### config.mk
export PLATFORM = sky130hd
export DESIGN_NAME = round_robin_voice_allocator_unit
export DESIGN_NICKNAME = d
export VERILOG_FILES = /design/src/rtl/rrva_pkg.sv /design/src/rtl/rrva_regs.sv /design/src/rtl/rrva_ctrl.sv /design/src/rtl/rrva_dp.sv /design/src/rtl/round_robin_voice_allocator_unit.sv
export VERILOG_INCLUDE_DIRS = /design/src /design/src/rtl
export SDC_FILE = /design/constraint.sdc
export NUM_CORES = 1
export LEC_CHECK = 0
export BUFFER_PORTS_ARGS = -buffer_cell sky130_fd_sc_hd__buf_4
export CAP_MARGIN = 20
export CORE_MARGIN = 2
export CORE_UTILIZATION = 45
export DETAILED_ROUTE_END_ITERATION = 6
export PLACE_DENSITY = 0.72
export SYNTH_ARGS = -nofsm -noshare
export SYNTH_HDL_FRONTEND = slang
export SYNTH_SLANG_ARGS = --single-unit
### constraint.sdc
create_clock -name clk_i -period 5.4 [get_ports clk_i]
set_clock_uncertainty 0.15 [all_clocks]
set_input_delay 0.81 -clock clk_i [delete_from_list [all_inputs] [get_ports clk_i]]
set_output_delay 0.81 -clock clk_i [all_outputs]
set_load 0.02 [all_outputs]
### src/rtl/round_robin_voice_allocator_unit_macros.svh
// ---------------------------------------------------------------------------
// Assertion macros for the voice allocator
// Concurrent assertion helpers, compiled out in synthesis.
// ---------------------------------------------------------------------------
`ifndef ROUND_ROBIN_VOICE_ALLOCATOR_UNIT_MACROS_SVH
`define ROUND_ROBIN_VOICE_ALLOCATOR_UNIT_MACROS_SVH

`ifndef SYNTHESIS

// same-cycle implication
`define RRVA_ASSERT_IMPL(lbl, clk, rstn, ante, cons) \
  lbl: assert property (@(posedge clk) disable iff (!rstn) (ante) |-> cons) \
    else $error("voice allocator assertion failed");

// next-cycle implication
`define RRVA_ASSERT_NEXT(lbl, clk, rstn, ante, cons) \
  lbl: assert property (@(posedge clk) disable iff (!rstn) (ante) |=> cons) \
    else $error("voice allocator assertion failed");

`else

`define RRVA_ASSERT_IMPL(lbl, clk, rstn, ante, cons)
`define RRVA_ASSERT_NEXT(lbl, clk, rstn, ante, cons)

`endif

`endif

### src/rtl/rrva_pkg.sv
// ---------------------------------------------------------------------------
// Voice allocator package
// Shared constants, register map, state codes and control structs.
// ---------------------------------------------------------------------------
`default_nettype none

package rrva_pkg;

  // note codes
  localparam logic [6:0] NOTE_OFF = 7'd120;
  localparam logic [6:0] NOTE_TOP = 7'd119;

  // register map
  localparam int unsigned ADDR_W = 4;
  localparam logic [1:0] REG_OCTAVE_SHIFT = 2'd0;
  localparam logic [1:0] REG_TRACK_COUNT  = 2'd1;
  localparam logic [1:0] REG_INSTRUMENT   = 2'd2;

  // register reset values
  localparam logic [3:0] OCTAVE_RST = 4'd4;
  localparam logic [5:0] TRACKS_RST = 6'd32;
  localparam logic [7:0] INSTR_RST  = 8'd0;

  typedef struct packed {
    logic [3:0] octave_shift;
    logic [5:0] track_count;
    logic [7:0] instrument;
  } cfg_t;

  // controller states
  typedef enum logic [2:0] {
    S_IDLE,
    S_SCAN,
    S_DRAIN,
    S_PICK,
    S_STEAL,
    S_SDRAIN,
    S_STORE,
    S_FLUSH
  } state_e;

  // controller to datapath
  typedef struct packed {
    logic load;
    logic clr_cnt;
    logic issue;
    logic pass_steal;
    logic store;
    logic flush;
  } cmd_t;

  // datapath to controller
  typedef struct packed {
    logic last_addr;
    logic is_release;
    logic need_steal;
  } sts_t;

endpackage

`default_nettype wire

### src/rtl/rrva_regs.sv
// ---------------------------------------------------------------------------
// Voice allocator configuration registers
// APB-style register file for octave shift, track count and instrument.
// ---------------------------------------------------------------------------
`default_nettype none

module rrva_regs
  import rrva_pkg::*;
(
  input  logic              clk_i,
  input  logic              rst_ni,
  input  logic              psel,
  input  logic              penable,
  input  logic              pwrite,
  input  logic [ADDR_W-1:0] paddr,
  input  logic [31:0]       pwdata,
  output logic [31:0]       prdata,
  output logic              pready,
  output cfg_t              cfg_o
);

  cfg_t       cfg_q;
  logic       wr_en;
  logic [1:0] reg_idx;

  assign pready  = 1'b1;
  assign reg_idx = paddr[ADDR_W-1:2];
  assign wr_en   = psel && penable && pwrite;

  // register write
  always_ff @(posedge clk_i or negedge rst_ni) begin
    if (!rst_ni) begin
      cfg_q.octave_shift <= OCTAVE_RST;
      cfg_q.track_count  <= TRACKS_RST;
      cfg_q.instrument   <= INSTR_RST;
    end else if (wr_en) begin
      unique case (reg_idx)
        REG_OCTAVE_SHIFT: cfg_q.octave_shift <= pwdata[3:0];
        REG_TRACK_COUNT:  cfg_q.track_count  <= pwdata[5:0];
        REG_INSTRUMENT:   cfg_q.instrument   <= pwdata[7:0];
        default: ;
      endcase
    end
  end

  // register read
  always_comb begin
    unique case (reg_idx)
      REG_OCTAVE_SHIFT: prdata = {28'd0, cfg_q.octave_shift};
      REG_TRACK_COUNT:  prdata = {26'd0, cfg_q.track_count};
      REG_INSTRUMENT:   prdata = {24'd0, cfg_q.instrument};
      default:          prdata = 32'd0;
    endcase
  end

  assign cfg_o = cfg_q;

endmodule

`default_nettype wire

### src/rtl/rrva_ctrl.sv
// ---------------------------------------------------------------------------
// Voice allocator controller
// Sequences the release/search scan, the optional steal scan and the store.
// ---------------------------------------------------------------------------
`default_nettype none

module rrva_ctrl
  import rrva_pkg::*;
(
  input  logic clk_i,
  input  logic rst_ni,
  input  logic start,
  output logic busy,
  input  sts_t sts_i,
  output cmd_t cmd_o
);

  state_e state_q, state_d;

  // state register
  always_ff @(posedge clk_i or negedge rst_ni) begin
    if (!rst_ni) begin
      state_q <= S_IDLE;
    end else begin
      state_q <= state_d;
    end
  end

  // next state and commands
  always_comb begin
    state_d = state_q;
    cmd_o   = '0;
    unique case (state_q)
      S_IDLE: begin
        if (start) begin
          cmd_o.load = 1'b1;
          state_d    = S_SCAN;
        end
      end
      S_SCAN: begin
        cmd_o.issue = 1'b1;
        if (sts_i.last_addr) begin
          state_d = S_DRAIN;
        end
      end
      S_DRAIN: begin
        state_d = sts_i.is_release ? S_FLUSH : S_PICK;
      end
      S_PICK: begin
        cmd_o.clr_cnt = 1'b1;
        state_d       = sts_i.need_steal ? S_STEAL : S_STORE;
      end
      S_STEAL: begin
        cmd_o.issue      = 1'b1;
        cmd_o.pass_steal = 1'b1;
        if (sts_i.last_addr) begin
          state_d = S_SDRAIN;
        end
      end
      S_SDRAIN: begin
        state_d = S_STORE;
      end
      S_STORE: begin
        cmd_o.store = 1'b1;
        state_d     = S_FLUSH;
      end
      S_FLUSH: begin
        cmd_o.flush = 1'b1;
        state_d     = S_IDLE;
      end
      default: begin
        state_d = S_IDLE;
      end
    endcase
  end

  assign busy = (state_q != S_IDLE);

endmodule

`default_nettype wire

### src/rtl/rrva_dp.sv
// ---------------------------------------------------------------------------
// Voice allocator datapath
// Held-note memory, scan compare, free-track search and result buffer.
// ---------------------------------------------------------------------------
`default_nettype none

module rrva_dp
  import rrva_pkg::*;
#(
  parameter int unsigned TRACKS = 32
) (
  input  logic       clk_i,
  input  logic       rst_ni,
  input  cfg_t       cfg_i,
  input  logic       kind_i,
  input  logic [6:0] note_i,
  input  cmd_t       cmd_i,
  output sts_t       sts_o,
  output logic       out_strobe_o,
  output logic [4:0] track_o,
  output logic [6:0] note_value_o,
  output logic [7:0] instrument_out_o,
  output logic       last_o
);

  localparam int unsigned IDX_W = (TRACKS > 1) ? $clog2(TRACKS) : 1;
  localparam logic [IDX_W-1:0] IDX_MAX = IDX_W'(TRACKS - 1);

  // item registers
  logic             kind_q;
  logic [6:0]       n_q;
  logic [IDX_W-1:0] tcm1_q;
  logic [IDX_W-1:0] start_q;
  logic [IDX_W-1:0] last_track_q;

  // load-time values
  logic [8:0]       shift_sum;
  logic [6:0]       n_d;
  logic [IDX_W-1:0] tcm1_d;
  logic [IDX_W-1:0] start_d;

  // scan pipeline
  logic [IDX_W-1:0] cnt_q;
  logic             rd_v_q;
  logic             rd_steal_q;
  logic [IDX_W-1:0] rd_idx_q;
  logic [6:0]       rd_q;
  logic             rd_vld_q;
  logic [6:0]       rd_val;
  logic [6:0]       target;
  logic             hit;
  logic             scan1;
  logic             free;

  // search results
  logic             found_any_q;
  logic             found_ge_q;
  logic [IDX_W-1:0] any_q;
  logic [IDX_W-1:0] ge_q;
  logic [6:0]       hs_q;
  logic [IDX_W-1:0] pick_t;

  // note memory
  logic [6:0]        held_mem [TRACKS];
  logic [TRACKS-1:0] vld_q;
  logic              wr_en;
  logic [IDX_W-1:0]  wr_addr;
  logic [6:0]        wr_data;

  // result buffer
  logic             push_v;
  logic [IDX_W-1:0] push_trk;
  logic [6:0]       push_note;
  logic             pend_v_q;
  logic [IDX_W-1:0] pend_trk_q;
  logic [6:0]       pend_note_q;
  logic             strobe_d;
  logic             out_strobe_q;
  logic [4:0]       out_trk_q;
  logic [6:0]       out_note_q;
  logic [7:0]       out_instr_q;
  logic             out_last_q;

  // octave shift with clamp, times twelve as two shifts
  assign shift_sum = {2'b00, note_i} + {2'b00, cfg_i.octave_shift, 3'b000}
                   + {3'b000, cfg_i.octave_shift, 2'b00};

  always_comb begin
    if (note_i >= NOTE_OFF) begin
      n_d = note_i;
    end else if (shift_sum > {2'b00, NOTE_TOP}) begin
      n_d = NOTE_TOP;
    end else begin
      n_d = shift_sum[6:0];
    end
  end

  // highest track index in use
  always_comb begin
    if (cfg_i.track_count == 6'd0) begin
      tcm1_d = '0;
    end else if (32'(cfg_i.track_count) > TRACKS) begin
      tcm1_d = IDX_MAX;
    end else begin
      tcm1_d = IDX_W'(cfg_i.track_count - 6'd1);
    end
  end

  // round-robin start, wraps to track 0 past the count
  assign start_d = (last_track_q >= tcm1_d) ? '0 : last_track_q + 1'b1;

  always_ff @(posedge clk_i) begin
    if (cmd_i.load) begin
      kind_q  <= kind_i;
      n_q     <= n_d;
      tcm1_q  <= tcm1_d;
      start_q <= start_d;
    end
  end

  // scan address counter and read-valid pipeline
  always_ff @(posedge clk_i or negedge rst_ni) begin
    if (!rst_ni) begin
      cnt_q      <= '0;
      rd_v_q     <= 1'b0;
      rd_steal_q <= 1'b0;
    end else begin
      if (cmd_i.load || cmd_i.clr_cnt) begin
        cnt_q <= '0;
      end else if (cmd_i.issue) begin
        cnt_q <= cnt_q + 1'b1;
      end
      rd_v_q     <= cmd_i.issue;
      rd_steal_q <= cmd_i.pass_steal;
    end
  end

  // compare stage
  assign rd_val = rd_vld_q ? rd_q : NOTE_OFF;
  assign target = rd_steal_q ? hs_q : n_q;
  assign hit    = rd_v_q && (rd_val == target);
  assign scan1  = rd_v_q && !rd_steal_q;
  assign free   = (rd_val == NOTE_OFF) || (rd_val == n_q);

  // first free track overall and first at or after the start
  always_ff @(posedge clk_i or negedge rst_ni) begin
    if (!rst_ni) begin
      found_any_q <= 1'b0;
      found_ge_q  <= 1'b0;
    end else if (cmd_i.load) begin
      found_any_q <= 1'b0;
      found_ge_q  <= 1'b0;
    end else if (scan1 && free) begin
      found_any_q <= 1'b1;
      if (rd_idx_q >= start_q) begin
        found_ge_q <= 1'b1;
      end
    end
  end

  always_ff @(posedge clk_i) begin
    if (scan1 && free && !found_any_q) begin
      any_q <= rd_idx_q;
    end
    if (scan1 && free && !found_ge_q && (rd_idx_q >= start_q)) begin
      ge_q <= rd_idx_q;
    end
    if (scan1 && (rd_idx_q == start_q)) begin
      hs_q <= rd_val;
    end
  end

  assign pick_t = found_ge_q  ? ge_q  :
                  found_any_q ? any_q : start_q;

  assign sts_o.last_addr  = (cnt_q == tcm1_q);
  assign sts_o.is_release = kind_q;
  assign sts_o.need_steal = !found_any_q && (hs_q < NOTE_OFF);

  // memory write: note-off on a hit, new note on store
  always_comb begin
    wr_en   = cmd_i.store || hit;
    wr_addr = cmd_i.store ? pick_t : rd_idx_q;
    wr_data = cmd_i.store ? n_q : NOTE_OFF;
  end

  always_ff @(posedge clk_i) begin
    if (wr_en) begin
      held_mem[wr_addr] <= wr_data;
    end
    if (cmd_i.issue) begin
      rd_q     <= held_mem[cnt_q];
      rd_vld_q <= vld_q[cnt_q];
      rd_idx_q <= cnt_q;
    end
  end

  // written marks, an unwritten track reads as free
  always_ff @(posedge clk_i or negedge rst_ni) begin
    if (!rst_ni) begin
      vld_q <= '0;
    end else if (wr_en) begin
      vld_q[wr_addr] <= 1'b1;
    end
  end

  // last used track
  always_ff @(posedge clk_i or negedge rst_ni) begin
    if (!rst_ni) begin
      last_track_q <= '0;
    end else if (cmd_i.store) begin
      last_track_q <= pick_t;
    end
  end

  // one-beat hold so the final beat can carry last
  assign push_v    = hit || cmd_i.store;
  assign push_trk  = cmd_i.store ? pick_t : rd_idx_q;
  assign push_note = cmd_i.store ? n_q : NOTE_OFF;
  assign strobe_d  = pend_v_q && (push_v || cmd_i.flush);

  always_ff @(posedge clk_i or negedge rst_ni) begin
    if (!rst_ni) begin
      pend_v_q     <= 1'b0;
      out_strobe_q <= 1'b0;
    end else begin
      if (push_v) begin
        pend_v_q <= 1'b1;
      end else if (cmd_i.flush) begin
        pend_v_q <= 1'b0;
      end
      out_strobe_q <= strobe_d;
    end
  end

  always_ff @(posedge clk_i) begin
    if (push_v) begin
      pend_trk_q  <= push_trk;
      pend_note_q <= push_note;
    end
    if (strobe_d) begin
      out_trk_q   <= 5'(pend_trk_q);
      out_note_q  <= pend_note_q;
      out_instr_q <= cfg_i.instrument;
      out_last_q  <= cmd_i.flush;
    end
  end

  assign out_strobe_o     = out_strobe_q;
  assign track_o          = out_trk_q;
  assign note_value_o     = out_note_q;
  assign instrument_out_o = out_instr_q;
  assign last_o           = out_last_q;

endmodule

`default_nettype wire

### src/rtl/round_robin_voice_allocator_unit.sv
// ---------------------------------------------------------------------------
// Round-robin voice allocator
// Assigns key events to tracks, with note-off on release and voice stealing.
// ---------------------------------------------------------------------------
// An event is taken when start is high and busy is low. Each result beat is
// shown on the result ports for exactly one cycle with out_strobe_o high and
// cannot be held off; last_o marks the final beat of an event, and a release
// that frees no track gives no beats. The scan over the held-note memory
// reads one track per cycle on its single read port; the track count in
// use is 1 to TRACKS. The last beat appears in the first cycle with busy
// low. No clearing pass is needed after reset: per-track written bits make
// every track read as free until it is first written.
`default_nettype none

`include "round_robin_voice_allocator_unit_macros.svh"

module round_robin_voice_allocator_unit
  import rrva_pkg::*;
#(
  parameter int unsigned TRACKS = 32
) (
  input  logic              clk_i,
  input  logic              rst_ni,
  // configuration port
  input  logic              psel,
  input  logic              penable,
  input  logic              pwrite,
  input  logic [ADDR_W-1:0] paddr,
  input  logic [31:0]       pwdata,
  output logic [31:0]       prdata,
  output logic              pready,
  // event command
  input  logic              start,
  output logic              busy,
  input  logic              kind_i,
  input  logic [6:0]        note_i,
  // result beats
  output logic              out_strobe_o,
  output logic [4:0]        track_o,
  output logic [6:0]        note_value_o,
  output logic [7:0]        instrument_out_o,
  output logic              last_o
);

  cfg_t cfg;
  cmd_t cmd;
  sts_t sts;

  // configuration registers
  rrva_regs u_regs (
    .clk_i   (clk_i),
    .rst_ni  (rst_ni),
    .psel    (psel),
    .penable (penable),
    .pwrite  (pwrite),
    .paddr   (paddr),
    .pwdata  (pwdata),
    .prdata  (prdata),
    .pready  (pready),
    .cfg_o   (cfg)
  );

  // sequencer
  rrva_ctrl u_ctrl (
    .clk_i  (clk_i),
    .rst_ni (rst_ni),
    .start  (start),
    .busy   (busy),
    .sts_i  (sts),
    .cmd_o  (cmd)
  );

  // datapath
  rrva_dp #(
    .TRACKS (TRACKS)
  ) u_dp (
    .clk_i            (clk_i),
    .rst_ni           (rst_ni),
    .cfg_i            (cfg),
    .kind_i           (kind_i),
    .note_i           (note_i),
    .cmd_i            (cmd),
    .sts_o            (sts),
    .out_strobe_o     (out_strobe_o),
    .track_o          (track_o),
    .note_value_o     (note_value_o),
    .instrument_out_o (instrument_out_o),
    .last_o           (last_o)
  );

  // an accepted event keeps the block busy
  `RRVA_ASSERT_NEXT(a_accept_busy, clk_i, rst_ni, start && !busy, busy)
  // every beat comes out of work done while busy
  `RRVA_ASSERT_IMPL(a_beat_from_busy, clk_i, rst_ni, out_strobe_o, $past(busy))
  // the note-on is the final beat, following the store through the pending and output registers
  `RRVA_ASSERT_IMPL(a_store_last, clk_i, rst_ni, cmd.store, ##2 (out_strobe_o && last_o))
  // nothing follows the final beat directly
  `RRVA_ASSERT_NEXT(a_last_gap, clk_i, rst_ni, out_strobe_o && last_o, !out_strobe_o)

endmodule

`default_nettype wire

Yosys cells after proc, flatten, opt, wreduce, memory -nomap -nowiden

Memories as Yosys holds them, arrays and structs flattened. A register that Yosys moved wholly into a read port is not among the register bits.
Index checks and enable logic that the tools add are counted.

Add/sub/neg operators: 5
Mux-type cells: 39
Shift operators: 0
Bitwise operators: 1
Div/mod/pow operators: 0
Equality and inequality tests: 17
Reduce and logical (&&, ||, !) cells: 33
$mul: 0
Order comparisons: 9

Operators by type and width:

| operator                                                  | count |
|---|---|
| 2-to-1 mux 5 bit                                          | 7 |
| 2-to-1 mux 7 bit                                          | 5 |
| bitwise OR 32 bit                                         | 1 |
| one-hot mux 3 bit (8 select lines)                        | 1 |
| one-hot mux 8 bit (3 select lines)                        | 1 |
| 2-to-1 mux 1 bit                                          | 18 |
| equality test 7 bit                                       | 2 |
| equality test 3 bit (second input constant)               | 4 |
| logical AND 1 bit                                         | 12 |
| < comparator 5 x 6 -> 1 bit (second input constant)       | 2 |
| 2-to-1 mux 3 bit                                          | 4 |
| adder 5 x 1 -> 5 bit (second input constant)              | 2 |
| equality test 5 bit                                       | 2 |
| greater-or-equal comparator 5 bit                         | 2 |
| adder 9 x 6 -> 9 bit                                      | 1 |
| > comparator 9 x 7 -> 1 bit (second input constant)       | 1 |
| adder 7 x 7 -> 8 bit                                      | 1 |
| AND reduction 2 bit                                       | 4 |
| nonzero test 2 bit                                        | 4 |
| equality test 7 bit (second input constant)               | 1 |
| greater-or-equal comparator 7 bit (second input constant) | 1 |
| < comparator 7 bit (second input constant)                | 1 |
| equality test 3 x 2 -> 1 bit (second input constant)      | 2 |
| > comparator 6 bit (second input constant)                | 1 |
| 17 further kinds                                          | 24 |

Bits in read-only memories: 0
Bits of input ports: 50
Bits in latches: 0
Bits in registers: 143
Bits in writable memories: 224
Memories kept: 1
Output and inout port bits: 56
Word-level logic and storage cells: 133

Memories:

| memory        | words | bits a word | rd ports | clocked after memory_dff | wr ports | line          | source |
|---|---|---|---|---|---|---|---|
| u_dp.held_mem | 32    | 7           | 1        | 1                        | 1        | rrva_dp.sv:64 | `logic [6:0] held_mem [TRACKS];` |

Depth between registers and ports, before layout

Word-level depth: 8
Mapped depth: 11
Mapped depth without buffers: 11

Cells and area by module

From an unflattened synthesis, not the netlist that was laid out.

Cell total of the unflattened synthesis: 995
Area total of the unflattened synthesis: 16042.9 um^2

By module, submodules not included:

| module    | area an instance (um^2) | times used | sequential area each (um^2) | cells each |
|---|---|---|---|---|
| rrva_dp   | 14764.2                 | 1          | 10359.9                     | 881 |
| rrva_regs | 1063.5                  | 1          | 452.9                       | 88 |
| rrva_ctrl | 215.2                   | 1          | 75.1                        | 26 |

Worst setup path before layout

Ideal clock, no wire load.

Path kind: input to register
From: in note_i[3]
To: reg u_dp.n_q[3] (data pin)
Slack: 1882 ps
Data required time: 4994 ps
Library setup time: 256 ps
Arrival: 3112 ps
Stages on the path: 9
Path through: ha_1 -> fa_1 -> xor2_1 -> ha_1 -> and3_1 -> or3_1 -> and3_1 -> or3b_1 -> o211a_1

Word-level cells in the longest chain between the ends: 5
Elaborated cells on any way between the ends: 6

RTL lines:

| what                        | line                                   | source |
|---|---|---|
| start, declared             | round_robin_voice_allocator_unit.sv:36 | `input logic [6:0] note_i,` |
| adder 7 x 7 -> 8 bit        | rrva_dp.sv:85                          | `assign shift_sum = {2'b00, note_i} + {2'b00, cfg_i.octave_shift, 3'b000}` |
| adder 9 x 6 -> 9 bit        | rrva_dp.sv:86                          | `+ {3'b000, cfg_i.octave_shift, 2'b00};` |
| > comparator 9 x 7 -> 1 bit | rrva_dp.sv:91                          | `end else if (shift_sum > {2'b00, NOTE_TOP}) begin` |
| 2-to-1 mux 7 bit            | rrva_dp.sv:91                          |  |
| 2-to-1 mux 7 bit *          | rrva_dp.sv:89                          | `if (note_i >= NOTE_OFF) begin` |
| net u_dp.n_d[3]             | rrva_dp.sv:38                          | `logic [6:0] n_d;` |
| end signal, assigned        | rrva_dp.sv:115                         | `n_q <= n_d;` |
| end, declared               | rrva_dp.sv:31                          | `logic [6:0] n_q;` |

The timed path passes the listed nets; every way through them passes the cells marked *.
A chain may end at the register's enable or synchronous reset.

Final worst setup path

From: reg u_ctrl.state_q[0]
To: mem u_dp.held_mem[0][2], enable pin

Word-level cells in the longest chain between the ends: 5
Elaborated cells on any way between the ends: 6

RTL lines:

| what                                   | line            | source |
|---|---|---|
| start, declared                        | rrva_ctrl.sv:18 | `state_e state_q, state_d;` |
| start signal, assigned                 | rrva_ctrl.sv:25 | `state_q <= state_d;` |
| equality test 3 bit *                  | rrva_ctrl.sv:33 | `unique case (state_q)` |
| 2-to-1 mux 1 bit *                     | rrva_ctrl.sv:33 |  |
| logical OR 1 bit                       | rrva_dp.sv:182  | `wr_en = cmd_i.store \|\| hit;` |
| 2-to-1 mux 1 bit                       | rrva_dp.sv:188  | `if (wr_en) begin` |
| 2-to-1 mux 1 bit (not written as such) | rrva_dp.sv:189  | `held_mem[wr_addr] <= wr_data;` |
| end, declared                          | rrva_dp.sv:64   |  |

Every way passes the cells marked *; elsewhere a longest branch is shown, timed or not.

==> results.txt <==
The first-pass GRT wire length came out at approximately 50,000 um. The adder-cell area share of the yosys netlist is under 10%. The worst hold path belongs to the class in2async.

The clock period minus worst slack came out at between 3 and 4 ns. For this block, the initial DRC count from the detailed router was between 600 and 700. The cell sitting at the root of the clock tree is a sky130_fd_sc_hd__clkbuf_16. Dividing the detail-routed wire length by the instance count gives 22.02 um. The count of H-tree levels built during CTS is 2. The run finished with clean final reports. The register area share after synthesis is around two thirds. The multiplexer share of the synthesized area came out at 14.05%. Once detail routing completed, the nets flagged for antenna violations numbered 0. The total CTS buffers came out at 39. The initial antenna violation count came out at 1.

The post-synthesis simple-gate area fraction is under 10%. The repair_antennas step left the layout with diodes totalling 0. The biggest area consumer among synthesized cells is sky130_fd_sc_hd__edfxtp_1. The die is 193.0 um wide. The count of input and output buffers came out at 54. The insertion delay of the later-clocked pin in the worst-skew pair is approximately 0.53 ns. Once the clock tree was built, the setup fixing pass inserted 0 buffers. STA classifies the critical path endpoint as a flop.

The number of I/O pins is around 110. Dividing the final minimum period by the clock period gives around 70%. The number of global-route vias before repair is around 8,600. The cell area power density came out at between 500 and 600 mW/mm2. Of all nets on the critical path, the largest fanout is 14. The final route contains 8,398 vias.

The total area of sequential cells is ~0.011 mm2. The quantity of gates resized following cts came out at 0. The total number of clock tree sinks is ~370. The leakage power is roughly 6.7 nW. The number of nets in the layout is 1,073. The starting density of the core came out at a little under half. Measured along the y axis, the die boundary spans roughly 190 um. The clock tree from TritonCTS is yes. The share of post-route cells with drive strength above 1 is 24.47%.

The worst path required time came out at about 5.4 ns. Hold repair after CTS inserted 0 buffers. The number of max-cap violations is 0.

The max-slew violation count came out at 0. Setup repair after global routing left no endpoint under its margin. The headroom to the max-slew limit came out at 27.21%.

The overall die area is 0.03724 mm2. The number of remaining DRC errors is 0. The synthesized-area fraction occupied by ao, oa, aoi and oai cells is approximately 4.7%. In the global route stage, overall resource usage came out at 18.36%. The worst-margin pin slew came out at roughly 1.1 ns. The maximum operating frequency is 265.3 MHz. The number of optimization iterations in the first detailed-route pass came out at 4. The layout overhead on the synthesized area is 12.69%. The maximum clock path buffer count is 3. The largest net degree at the start of global routing came out at 70. The proportion of synthesized flip-flops having asynchronous set or reset is between 10% and 20%. The data arrival time at the worst-slack endpoint came out at ~3.8 ns. The depth of the worst register-to-register path came out at 6.

For this run, the leading register cell type out of synthesis is sky130_fd_sc_hd__edfxtp_1. By area, the combinational part of the netlist is dominated by multiplexers. The post-synthesis instance total came out at 935. The final-layout setup total negative slack came out at 0 ns. The number of synthesized flops with an enable pin came out at 305. The via-per-instance ratio came out at between 5 and 6.

The worst voltage drop across the vdd grid is ~0.00024 V. The global route total overflow is 0. The synthesized netlist contains 65 unique library cells. The summed instance area of the synthesized netlist came out at between 0.015 and 0.02 mm2.

The clock transition at the register clock pins on the worst setup and hold paths after CTS came out at roughly 0.06 ns. The routed wire length came out at 32,840 um. The count of endpoints failing hold in the final timing report came out at 0.

The total number of yosys warnings is 0. The critical path is of the reg2reg type. The average instance in the mapped netlist occupies ~17 um2.

The worst setup path is launched from a flop. The final HPWL from detailed placement is around 21,000 um. The number of core rows came out at 69. The register bit total from synthesis came out at about 370. Counting the fill cells in the layout gives 2,847. The xor/xnor cell area share of the yosys netlist is ~1.5%. The multi-input combinational cells in the finished layout cover a total of between 0.004 and 0.005 mm2. By area the synthesized netlist is led by sky130_fd_sc_hd__edfxtp_1, sky130_fd_sc_hd__mux4_2, sky130_fd_sc_hd__dfrtp_1, sky130_fd_sc_hd__mux2_2, sky130_fd_sc_hd__ha_1. The share of the synthesized area in the top cell type came out at a little under three fifths. Once layout is complete, the utilization of the core stands at between 50% and 60%. The global placer's final weighted congestion came out at approximately 0.80. The floorplan core area is 0.03540 mm2.

Setup violations remaining at the end of the flow were counted as 0.
## synth_stat cells, drive strengths merged, types with 8 or more instances
master	number
xnor2	16
mux2	29
ha	22
inv	31
nand2	33
mux2i	13
o21ai	16
nand3	10
xor2	12
nand2b	20
mux4	80
a21o	8
nor3	12
edfxtp	305
a31o	30
nor2	18
and3	25
a21oi	12
dfrtp	67
clkbuf	24
and2	13
and4	12
o211ai	10
buf	51
## final cells by class
| class | instances | share of cell area [%] |
|---|---|---|
| Clock inverter | 19 | 0.9050 |
| Inverter | 31 | 0.6425 |
| Timing Repair Buffer | 75 | 3.219 |
| Clock buffer | 53 | 5.851 |
| Sequential cell | 374 | 60.14 |
| Tap cell | 461 | 3.185 |
| Multi-Input combinational cell | 478 | 26.05 |
## power breakdown
part	switching [mW]	internal [mW]
clock network	1.08	1.48
registers	0.434	3.82
logic	1.67	1.21
## metal layers
| layer | global-route usage, % | vias up | share of wire [%] |
|---|---|---|---|
| met4 | 5.536 | 0 | 2.2 |
| met5 | 0 | - | 0 |
| met2 | 30.00 | 223 | 49 |
| met1 | 25.32 | 4349 | 43 |
| li1 | - | 3783 | - |
| met3 | 3.439 | 43 | 5.8 |
## through the flow
| stage | instance area, um2 | cells | power, mW | hold slack (ns) | setup WS (ns) |
|---|---|---|---|---|---|
| 2_1_floorplan | 16160 | 958 | 6.255 | 0.2503 | 1.882 |
| 3_3_place_gp | 16860 | 1418 | 7.078 | 0.2547 | 1.657 |
| 3_5_place_dp | 16860 | 1418 | 7.173 | 0.2545 | 1.653 |
| 4_1_cts | 18080 | 1490 | 9.752 | 0.2681 | 1.632 |
| 5_1_grt | 18110 | 1491 | 10.17 | 0.2752 | 1.379 |
| 6_report | 18110 | 1491 | 9.698 | 0.2500 | 1.631 |
## path summary, 6_finish.rpt
check,from,endpoint,slack (ns)
hold / removal,rst_ni,u_regs.cfg_o[6]$_DFFE_PN0P_,0.25
min in group clk_i,u_dp.pend_trk_q[1]$_DFFE_PN_,u_dp.track_o[1]$_DFFE_PP_,0.27
setup / recovery,u_ctrl.state_q[0]$_DFFE_PN0P_,u_dp.held_mem[0][2]$_DFFE_PP_,1.63
max in group asynchronous,rst_ni,u_dp.cnt_q[0]$_DFFE_PN0P_,4.14
setup reg to reg,u_ctrl.state_q[0]$_DFFE_PN0P_,u_dp.held_mem[0][2]$_DFFE_PP_,1.63
hold reg to reg,u_dp.pend_trk_q[1]$_DFFE_PN_,u_dp.track_o[1]$_DFFE_PP_,0.27
## cells by family after synthesis
group / Yosys count
flip-flops: 374
AND/OR/NAND/NOR: 177
multiplexers: 122
buffers and inverters: 106
AO/OA/AOI/OAI: 102
XOR/XNOR: 28
adder cells (fa/ha/maj): 24
other: 2
## worst max-delay path: stages (launching register included)
cell and delay (ns):
sky130_fd_sc_hd__dfrtp_1 0.53, sky130_fd_sc_hd__and3b_1 0.40, sky130_fd_sc_hd__o211ai_1 0.23, sky130_fd_sc_hd__and2_1 0.59, sky130_fd_sc_hd__inv_1 0.42, sky130_fd_sc_hd__nor2_1 0.58, sky130_fd_sc_hd__and3_1 0.51
## flip-flops by register name, indices dropped and copies added (netlist names), 7 cells and up
| signal | count |
|---|---|
| u_dp.vld_q | 32 |
| u_dp.held_mem | 224 |
| u_regs.cfg_o | 18 |
| u_dp.instrument_out_o | 8 |
| u_dp.n_q | 7 |
| u_dp.hs_q | 7 |
| u_dp.rd_q | 7 |
| u_dp.pend_note_q | 7 |
| u_dp.note_value_o | 7 |
## layout by cell type, fill, tap and decap left out, types with 11 or more instances in the layout
cell                        synthesis  final
sky130_fd_sc_hd__a21oi_1           12     12
sky130_fd_sc_hd__nor3_1            11     11
sky130_fd_sc_hd__o21ai_0           15     15
sky130_fd_sc_hd__clkbuf_1          24     12
sky130_fd_sc_hd__xor2_1            12     12
sky130_fd_sc_hd__nor2_1            18     18
sky130_fd_sc_hd__clkbuf_16          0     40
sky130_fd_sc_hd__mux2_2            25     25
sky130_fd_sc_hd__dfrtp_1           67     65
sky130_fd_sc_hd__and3_1            25     25
sky130_fd_sc_hd__ha_1              22     22
sky130_fd_sc_hd__and2_1            12     12
sky130_fd_sc_hd__mux2i_1           13     13
sky130_fd_sc_hd__mux4_2            80     80
sky130_fd_sc_hd__nand2b_1          20     20
sky130_fd_sc_hd__nand2_1           33     33
sky130_fd_sc_hd__xnor2_1           16     16
sky130_fd_sc_hd__inv_1             27     27
sky130_fd_sc_hd__a31o_1            28     28
sky130_fd_sc_hd__buf_4             25     74
sky130_fd_sc_hd__edfxtp_1         305    305
sky130_fd_sc_hd__and4_1            12     12
sky130_fd_sc_hd__conb_1             2     25
No activity file was read; power rests on OpenSTA's default activity.
